`src/hw/rtl/gcc_pkg.sv`:
```
// shared types, constants and helpers of the graph connectivity checker
package gcc_pkg;

  localparam int unsigned GCC_MAX_VERTICES = 64;  // default row store depth
  localparam int unsigned VERT_W           = 64;  // bits per adjacency row
  localparam int unsigned IDX_W            = 6;   // row index field width
  localparam int unsigned CNT_W            = 7;   // vertex count register width
  localparam logic [CNT_W-1:0] VCOUNT_RST  = 7'd64;

  typedef enum logic [1:0] {
    ST_IDLE,
    ST_SWEEP,
    ST_DRAIN,
    ST_CHECK
  } gcc_state_e;

  // controller to datapath
  typedef struct packed {
    logic wr;         // store the accepted row
    logic init;       // seed the reached sets, restart the sweep
    logic rd;         // read next row of the sweep
    logic sweep_clr;  // restart the sweep, keep the sets
    logic finish;     // load the result, drop all stored rows
  } gcc_cmd_t;

  // datapath to controller
  typedef struct packed {
    logic rd_last;    // current read is the last vertex in use
    logic changed;    // a set grew during the sweep
    logic out_busy;   // result register holds an item that is not taken
  } gcc_sts_t;

  // ones on the vertices in use
  function automatic logic [VERT_W-1:0] vert_mask(input logic [CNT_W-1:0] n);
    logic [VERT_W-1:0] m;
    for (int j = 0; j < VERT_W; j++) begin
      m[j] = (CNT_W'(j) < n);
    end
    return m;
  endfunction

endpackage

```
`src/hw/rtl/gcc_ram.sv`:
```
// generic single write port ram with registered read
module gcc_ram #(
  parameter int unsigned WIDTH = 64,
  parameter int unsigned DEPTH = 64,
  localparam int unsigned AW   = (DEPTH > 1) ? $clog2(DEPTH) : 1
) (
  input  logic             clk_i,
  input  logic             we_i,
  input  logic [AW-1:0]    waddr_i,
  input  logic [WIDTH-1:0] wdata_i,
  input  logic             re_i,
  input  logic [AW-1:0]    raddr_i,
  output logic [WIDTH-1:0] rdata_o
);

  logic [WIDTH-1:0] mem_q [DEPTH];
  logic [WIDTH-1:0] rdata_q;

  always_ff @(posedge clk_i) begin
    if (we_i) begin
      mem_q[waddr_i] <= wdata_i;
    end
    if (re_i) begin
      rdata_q <= mem_q[raddr_i];
    end
  end

  assign rdata_o = rdata_q;

endmodule

```
`src/hw/rtl/gcc_ctrl.sv`:
```
// controller: row loading, closure sweeps and result hand-off
module gcc_ctrl import gcc_pkg::*; (
  input  logic     clk_i,
  input  logic     rst_ni,
  input  logic     in_valid_i,
  input  logic     last_row_i,
  output logic     in_ready_o,
  input  gcc_sts_t sts_i,
  output gcc_cmd_t cmd_o
);

  gcc_state_e state_q, state_d;

  always_ff @(posedge clk_i or negedge rst_ni) begin
    if (!rst_ni) begin
      state_q <= ST_IDLE;
    end else begin
      state_q <= state_d;
    end
  end

  always_comb begin
    state_d    = state_q;
    cmd_o      = '0;
    in_ready_o = 1'b0;
    unique case (state_q)
      ST_IDLE: begin
        in_ready_o = 1'b1;
        if (in_valid_i) begin
          cmd_o.wr = 1'b1;
          if (last_row_i) begin
            cmd_o.init = 1'b1;
            state_d    = ST_SWEEP;
          end
        end
      end
      ST_SWEEP: begin
        cmd_o.rd = 1'b1;
        if (sts_i.rd_last) begin
          state_d = ST_DRAIN;
        end
      end
      ST_DRAIN: begin
        state_d = ST_CHECK;
      end
      ST_CHECK: begin
        if (sts_i.changed) begin
          cmd_o.sweep_clr = 1'b1;
          state_d         = ST_SWEEP;
        end else if (!sts_i.out_busy) begin
          cmd_o.finish = 1'b1;
          state_d      = ST_IDLE;
        end
      end
      default: begin
        state_d = ST_IDLE;
      end
    endcase
  end

  // no row read while rows are being loaded
  assert property (@(posedge clk_i) disable iff (!rst_ni) in_ready_o |-> !cmd_o.rd)
    else $error("row read during load");

  // a sweep always ends with a drain and a check
  assert property (@(posedge clk_i) disable iff (!rst_ni)
    (state_q == ST_DRAIN) |=> (state_q == ST_CHECK))
    else $error("drain not followed by check");

endmodule

```
`src/hw/rtl/gcc_dp.sv`:
```
// datapath: row store, reached sets, sweep counter and result register
module gcc_dp import gcc_pkg::*; #(
  parameter int unsigned MAX_VERTICES = GCC_MAX_VERTICES,
  localparam int unsigned AW          = $clog2(MAX_VERTICES)
) (
  input  logic              clk_i,
  input  logic              rst_ni,
  input  gcc_cmd_t          cmd_i,
  output gcc_sts_t          sts_o,
  input  logic              cfg_we_i,
  input  logic [CNT_W-1:0]  cfg_wdata_i,
  input  logic [IDX_W-1:0]  row_index_i,
  input  logic [VERT_W-1:0] row_bits_i,
  input  logic              out_ready_i,
  output logic              out_valid_o,
  output logic              weak_o,
  output logic              strong_o
);

  localparam logic [CNT_W-1:0] MaxCnt = CNT_W'(MAX_VERTICES);

  logic [CNT_W-1:0]        vcount_q;
  logic [CNT_W-1:0]        n_act;
  logic [VERT_W-1:0]       mask;
  logic [MAX_VERTICES-1:0] row_vld_q, row_vld_d;
  logic                    wr_in_range;
  logic [AW-1:0]           rd_cnt_q, rd_cnt_d;
  logic                    proc_vld_q;
  logic [AW-1:0]           proc_idx_q;
  logic [VERT_W-1:0]       rdata;
  logic [VERT_W-1:0]       row;
  logic [VERT_W-1:0]       self_bit;
  logic [VERT_W-1:0]       fwd_q, fwd_d, bwd_q, bwd_d, weak_q, weak_d;
  logic                    changed_q, changed_d;
  logic                    out_valid_q;
  logic                    weak_res_q, strong_res_q;

  // config register
  always_ff @(posedge clk_i or negedge rst_ni) begin
    if (!rst_ni) begin
      vcount_q <= VCOUNT_RST;
    end else if (cfg_we_i) begin
      vcount_q <= cfg_wdata_i;
    end
  end

  always_comb begin
    priority if (vcount_q == '0) begin
      n_act = CNT_W'(1);
    end else if (vcount_q > MaxCnt) begin
      n_act = MaxCnt;
    end else begin
      n_act = vcount_q;
    end
  end

  assign mask = vert_mask(n_act);

  // row store
  assign wr_in_range = ({1'b0, row_index_i} < MaxCnt);

  gcc_ram #(
    .WIDTH(VERT_W),
    .DEPTH(MAX_VERTICES)
  ) u_rows (
    .clk_i  (clk_i),
    .we_i   (cmd_i.wr && wr_in_range),
    .waddr_i(row_index_i[AW-1:0]),
    .wdata_i(row_bits_i),
    .re_i   (cmd_i.rd),
    .raddr_i(rd_cnt_q),
    .rdata_o(rdata)
  );

  always_comb begin
    row_vld_d = row_vld_q;
    if (cmd_i.finish) begin
      row_vld_d = '0;
    end else if (cmd_i.wr && wr_in_range) begin
      row_vld_d[row_index_i[AW-1:0]] = 1'b1;
    end
  end

  always_ff @(posedge clk_i or negedge rst_ni) begin
    if (!rst_ni) begin
      row_vld_q  <= '0;
      rd_cnt_q   <= '0;
      proc_vld_q <= 1'b0;
      changed_q  <= 1'b0;
    end else begin
      row_vld_q  <= row_vld_d;
      rd_cnt_q   <= rd_cnt_d;
      proc_vld_q <= cmd_i.rd;
      changed_q  <= changed_d;
    end
  end

  always_ff @(posedge clk_i) begin
    if (cmd_i.rd) begin
      proc_idx_q <= rd_cnt_q;
    end
  end

  always_comb begin
    rd_cnt_d = rd_cnt_q;
    if (cmd_i.init || cmd_i.sweep_clr) begin
      rd_cnt_d = '0;
    end else if (cmd_i.rd) begin
      rd_cnt_d = rd_cnt_q + AW'(1);
    end
  end

  // per-row closure step, sets updated in place as rows arrive
  assign row      = rdata & mask & {VERT_W{row_vld_q[proc_idx_q]}};
  assign self_bit = VERT_W'(1) << proc_idx_q;

  always_comb begin
    fwd_d     = fwd_q;
    bwd_d     = bwd_q;
    weak_d    = weak_q;
    changed_d = changed_q;
    if (cmd_i.init) begin
      fwd_d     = VERT_W'(1);
      bwd_d     = VERT_W'(1);
      weak_d    = VERT_W'(1);
      changed_d = 1'b0;
    end else if (cmd_i.sweep_clr) begin
      changed_d = 1'b0;
    end else if (proc_vld_q) begin
      if (fwd_q[proc_idx_q]) begin
        fwd_d = fwd_q | row;
      end
      if ((row & bwd_q) != '0) begin
        bwd_d = bwd_q | self_bit;
      end
      if (weak_q[proc_idx_q]) begin
        weak_d = weak_d | row;
      end
      if ((row & weak_q) != '0) begin
        weak_d = weak_d | self_bit;
      end
      if ((fwd_d != fwd_q) || (bwd_d != bwd_q) || (weak_d != weak_q)) begin
        changed_d = 1'b1;
      end
    end
  end

  always_ff @(posedge clk_i) begin
    fwd_q  <= fwd_d;
    bwd_q  <= bwd_d;
    weak_q <= weak_d;
  end

  // result register
  always_ff @(posedge clk_i or negedge rst_ni) begin
    if (!rst_ni) begin
      out_valid_q <= 1'b0;
    end else if (cmd_i.finish) begin
      out_valid_q <= 1'b1;
    end else if (out_ready_i) begin
      out_valid_q <= 1'b0;
    end
  end

  always_ff @(posedge clk_i) begin
    if (cmd_i.finish) begin
      weak_res_q   <= (weak_q == mask);
      strong_res_q <= (fwd_q == mask) && (bwd_q == mask);
    end
  end

  assign out_valid_o = out_valid_q;
  assign weak_o      = weak_res_q;
  assign strong_o    = strong_res_q;

  assign sts_o.rd_last  = ({{(CNT_W-AW){1'b0}}, rd_cnt_q} == (n_act - CNT_W'(1)));
  assign sts_o.changed  = changed_q;
  assign sts_o.out_busy = out_valid_q && !out_ready_i;

  // vertex zero stays in every set while rows are processed
  assert property (@(posedge clk_i) disable iff (!rst_ni)
    proc_vld_q |-> (fwd_q[0] && bwd_q[0] && weak_q[0]))
    else $error("vertex zero dropped from a reached set");

  // a new result never overwrites one still waiting
  assert property (@(posedge clk_i) disable iff (!rst_ni)
    cmd_i.finish |-> (!out_valid_q || out_ready_i))
    else $error("pending result overwritten");

  // a sweep restarts at row zero
  assert property (@(posedge clk_i) disable iff (!rst_ni)
    (cmd_i.init || cmd_i.sweep_clr) |=> (rd_cnt_q == '0))
    else $error("sweep did not restart at row zero");

endmodule

```
`src/hw/rtl/graph_connectivity_check_core.sv`:
```
// top level of the graph connectivity checker
//
//  channel   direction  handshake                   payload
//  input     in         in_valid_i / in_ready_o     row_index_i, row_bits_i, last_row_i
//  result    out        out_valid_o / out_ready_i   weakly_connected_o, strongly_connected_o
//  config    in         cfg_we_i                    cfg_wdata_i (vertex count)
//
// a row without the last mark is stored on its handshake, ready stays high
// a last row starts the closure: sweeps over the n vertices in use, one row
//   read from the row ram per cycle, each sweep followed by a drain and a
//   check, repeated until no reached set grows; at most n sweeps for n vertices
// the single-port row read sets the pace, input is held off during evaluation
// reset empties the row store through per-row valid bits, no clearing pass;
//   the same valid bits are dropped when a result is loaded
// a stalled result waits in its register; the next graph loads meanwhile
module graph_connectivity_check_core import gcc_pkg::*; #(
  parameter int unsigned MAX_VERTICES = GCC_MAX_VERTICES
) (
  input  logic              clk_i,
  input  logic              rst_ni,
  // configuration
  input  logic              cfg_we_i,
  input  logic [CNT_W-1:0]  cfg_wdata_i,
  // row items
  input  logic              in_valid_i,
  output logic              in_ready_o,
  input  logic [IDX_W-1:0]  row_index_i,
  input  logic [VERT_W-1:0] row_bits_i,
  input  logic              last_row_i,
  // result items
  output logic              out_valid_o,
  input  logic              out_ready_i,
  output logic              weakly_connected_o,
  output logic              strongly_connected_o
);

  gcc_cmd_t cmd;
  gcc_sts_t sts;

  // sequencing of load, sweeps and result
  gcc_ctrl u_ctrl (
    .clk_i     (clk_i),
    .rst_ni    (rst_ni),
    .in_valid_i(in_valid_i),
    .last_row_i(last_row_i),
    .in_ready_o(in_ready_o),
    .sts_i     (sts),
    .cmd_o     (cmd)
  );

  // row store, closure sets and result register
  gcc_dp #(
    .MAX_VERTICES(MAX_VERTICES)
  ) u_dp (
    .clk_i      (clk_i),
    .rst_ni     (rst_ni),
    .cmd_i      (cmd),
    .sts_o      (sts),
    .cfg_we_i   (cfg_we_i),
    .cfg_wdata_i(cfg_wdata_i),
    .row_index_i(row_index_i),
    .row_bits_i (row_bits_i),
    .out_ready_i(out_ready_i),
    .out_valid_o(out_valid_o),
    .weak_o     (weakly_connected_o),
    .strong_o   (strongly_connected_o)
  );

endmodule

```
`config.mk`:
```
export PLATFORM = sky130hd
export DESIGN_NAME = graph_connectivity_check_core
export DESIGN_NICKNAME = d
export VERILOG_FILES = /design/src/hw/rtl/gcc_pkg.sv /design/src/hw/rtl/gcc_ram.sv /design/src/hw/rtl/gcc_ctrl.sv /design/src/hw/rtl/gcc_dp.sv /design/src/hw/rtl/graph_connectivity_check_core.sv
export SDC_FILE = /design/constraint.sdc
export NUM_CORES = 2
export LEC_CHECK = 0
export BUFFER_PORTS_ARGS = -buffer_cell sky130_fd_sc_hd__buf_2
export CORE_UTILIZATION = 50
export DETAILED_ROUTE_END_ITERATION = 10
export PLACE_DENSITY = 0.65
export SLEW_MARGIN = 40
export SYNTH_ARGS = -nofsm -noshare
export SYNTH_HDL_FRONTEND = slang
export SYNTH_SLANG_ARGS = --single-unit
export TNS_END_PERCENT = 5
```
`constraint.sdc`:
```
create_clock -name clk_i -period 12.85 [get_ports clk_i]
set_input_delay 1.285 -clock clk_i [delete_from_list [all_inputs] [get_ports clk_i]]
set_output_delay 1.285 -clock clk_i [all_outputs]
set_load 0.03 [all_outputs]
```
==> run summary <==
Clk pwr share - 0.308
Final setup skew - 58.2 ps
Most frequent CP cell - buf_4
First-pass GRT wire length - 785 mm
Fillers - 25300
CTS tree - yes
GRT Residual Overflow - 0
Global-route usage over all layers - 0.332
Die width - 593 um
Outcome - complete, no violations
Worst setup SP type - flip-flop
Critical Path RT - 13580 ps
Synth area leaders - edfxtp_1 72%, mux4_2 18%, dfxtp_1 2.2%, dfrtp_1 1.2%, nor2_1 0.90%
Total wire length - 582 mm
Avg WL per Cell - 43.1 um
Synth unique cells - 86
Yosys top cell area share - 0.716
R2R Path End - u_dp.weak_o
Core area - 347000 sq um
Number of vias per cell - 6.88
Sequential share of power - 0.429
NetSw - 13100 uW
Number of H-tree levels - 5
Post-CTS resize count - 0
PD cells - 209 nW/um^2
CTS Hold Bufs - 0
Slew HR - 0.339
Number of synthesized register bits - 4442
P_int - 28200 uW
Die area - 352000 sq um
R2R setup slack - 7800 ps
Setup bufs post-CTS - 0
Slew Viols, Final - 0
Detailed Route Iter0 Violations - 13100
Worst path cell trace - buf_4, buf_4, inv_1, nand2_1, ha_1, or3b_2, nor2_1, xor2_1, o21ai_0, a2111oi_0, nand3_1, nor4_2, buf_4, nand3_1, nor4_1
Root buffer cell - clkbuf_16
Clock Sinks - 4442
I/O pins - 87
Sw Share - 0.317
Post-Synthesis Cells - 8121
Final setup violating endpoints - 0
Nets - 8629
Avg Cell Area, Syn - 21.5 sq um
CTS Buffer Depth - 4
Max stage delay cell, worst path - or3b_2
R2R cell count - 15
Fraction of registers with async set/reset - 0.0185
Final Hold Violating Endpoints - 0
Dpl hpwl - 357 mm
Critical Path Max Stage Delay - 560 ps
Sequential fraction of the synthesis area - 0.750
Gp weighted congestion - 1.04
DRC viols - 0
Most used DFF post-synth - edfxtp_1
Area leader, netlist - edfxtp_1
Setup CP Type - reg -> reg
Worst-margin pin slew - 991 ps
Initial antenna violation count - 51
EDFF count, synth - 4168
CTS buffer count - 442
Clock slew at reported path FFs - 60 ps
Largest net degree at the start of global routing - 131
Rows - 216
Max Cap Viol - 0
Number of global-route vias before repair - 90200
Cell with the most instances after synthesis - edfxtp_1
Port buffer count - 86
Worst skew pair latency - 1000 ps
Finished Cell Area - 198000 sq um
Final ANT Viol Nets - 0
Min-Delay Path Class - in -> async
Die height - 593 um
Most frequent cells after synthesis - 4168 x edfxtp_1, 1389 x mux4_2, 417 x nor2_1, 327 x clkbuf_1, 192 x dfxtp_1
Initial core utilization - 0.504
RSZ-0062 raised after global routing - false
WP data arrival - 5780 ps
First-pass iteration count of the detailed router - 6
Post-synthesis cell area - 175000 sq um
Crit. End Element - flip-flop
Crit path time final - 5050 ps
Area growth syn-to-layout - 13.2%
Period Utilization, post-route - 0.393
Comb power frac - 0.263
Achievable Freq - 0.198 GHz
Critical Path Fanout Max - 39
Syn_nets - 8210
Worst VDD drop - 0.153 mV
Setup tns final - 0 ps
Yosys warnings - 0
FF-to-FF Start - u_dp.vcount_q[6]
Placed inst area - 183000 sq um
Leak pwr - 0.0611 uW
Layout cells sized above 1 - 0.295
Via count - 92900
-- area by class of cell --
cell class | count | area (sq um) | area share
sequential | 4442 | 131000 | 0.662
tap | 4578 | 5730 | 0.0289
antenna | 24 | 60.1 | 0.000303
clock inverter | 250 | 2450 | 0.0124
clock buffer | 562 | 11700 | 0.0593
inverter | 32 | 121 | 0.000613
timing repair buffer | 449 | 4230 | 0.0214
multi-input combinational | 3173 | 42500 | 0.215
-- placed cells by master, fill, tap and decap left out, drive strengths merged, types with 70 or more instances in the layout --
| master | synthesis | layout |
|---|---|---|
| a31oi | 77 | 77 |
| mux4 | 1389 | 1389 |
| nand2 | 177 | 177 |
| clkinv | 1 | 193 |
| dfrtp | 81 | 81 |
| dfxtp | 192 | 192 |
| a21oi | 127 | 127 |
| buf | 147 | 449 |
| clkbuf | 327 | 562 |
| o22ai | 101 | 101 |
| edfxtp | 4168 | 4168 |
| a32oi | 70 | 70 |
| nor2 | 417 | 417 |
| o21ai | 119 | 119 |
-- power groups by stage --
| stage | registers, uW | clock network (uW) | logic, uW |
|---|---|---|---|
| 6_report | 17700 | 12700 | 10800 |
| 5_1_grt | 17600 | 13400 | 11200 |
| 4_1_cts | 17700 | 12900 | 10700 |
| 3_5_place_dp | 18000 | 0 | 10700 |
| 3_3_place_gp | 18100 | 0 | 10500 |
| 2_1_floorplan | 17000 | 0 | 6740 |
-- sequential cells by signal, indices dropped and copies added (netlist names), 2 cells and up --
register,count
u_dp.row_vld_q,64
u_dp.fwd_q,64
u_dp.u_rows.rdata_o,64
u_dp.weak_q,64
u_dp.bwd_q,64
u_dp.u_rows.mem_q,4096
u_dp.vcount_q,7
u_dp.rd_cnt_q,6
u_dp.proc_idx_q,6
u_ctrl.state_q,2
-- worst max-delay path by stage --
stage | startpoint | end | slack [ps] | cells past startpoint
after floorplan | row_index_i[4] | u_dp.u_rows.mem_q[16][0] | 7540 | 4
after global placement | u_dp.vcount_q[4] | u_dp.weak_o | 7000 | 13
after detailed placement | u_dp.rd_cnt_q[1] | u_dp.u_rows.rdata_o[38] | 7770 | 6
after CTS | u_dp.rd_cnt_q[1] | u_dp.u_rows.rdata_o[39] | 7740 | 6
after global routing | u_dp.vcount_q[4] | u_dp.weak_o | 7430 | 14
final | u_dp.vcount_q[6] | u_dp.weak_o | 7800 | 15
-- metal layers --
metal  vias up  GRT usage  share of wire
met5         -          0        0.00027
met4        24      0.148          0.051
met3      1068     0.0605          0.093
met2      5635      0.506           0.46
met1     50800      0.473           0.39
li1      35400          -              -
-- worst max-delay path, delay by kind of cell, from the launching register on --
kind	cells	cell delay, ps
AOI/OAI and AO/OA	2	440
xor gates and xnor gates	1	290
adders and majority gates	1	160
buffers and inverters	4	1310
DFF	1	530
and+or+nand+nor	7	2070
-- through the flow --
| step | hold slack (ps) | util | worst slack, ps | total power, uW | instances |
|---|---|---|---|---|---|
| after floorplan | 423 | - | 7540 | 23700 | 8121 |
| after global placement | 473 | 0.525 | 7000 | 28600 | 12600 |
| after detailed placement | 485 | 0.528 | 7770 | 28700 | 12700 |
| after CTS | 205 | 0.569 | 7740 | 41300 | 13500 |
| after global routing | 239 | 0.570 | 7430 | 42200 | 13500 |
| final | 280 | 0.570 | 7800 | 41300 | 13500 |
-- cell families after synthesis --
kind of cell,count (synthesis),synth area share
and+or+nand+nor,938,0.0249
xor gates and xnor gates,96,0.00481
adders and majority gates,6,0.000430
AOI/OAI and AO/OA,716,0.0277
muxes,1417,0.181
buffers and inverters,506,0.0115
DFF,4442,0.750
No activity file was read; power rests on OpenSTA's default activity.
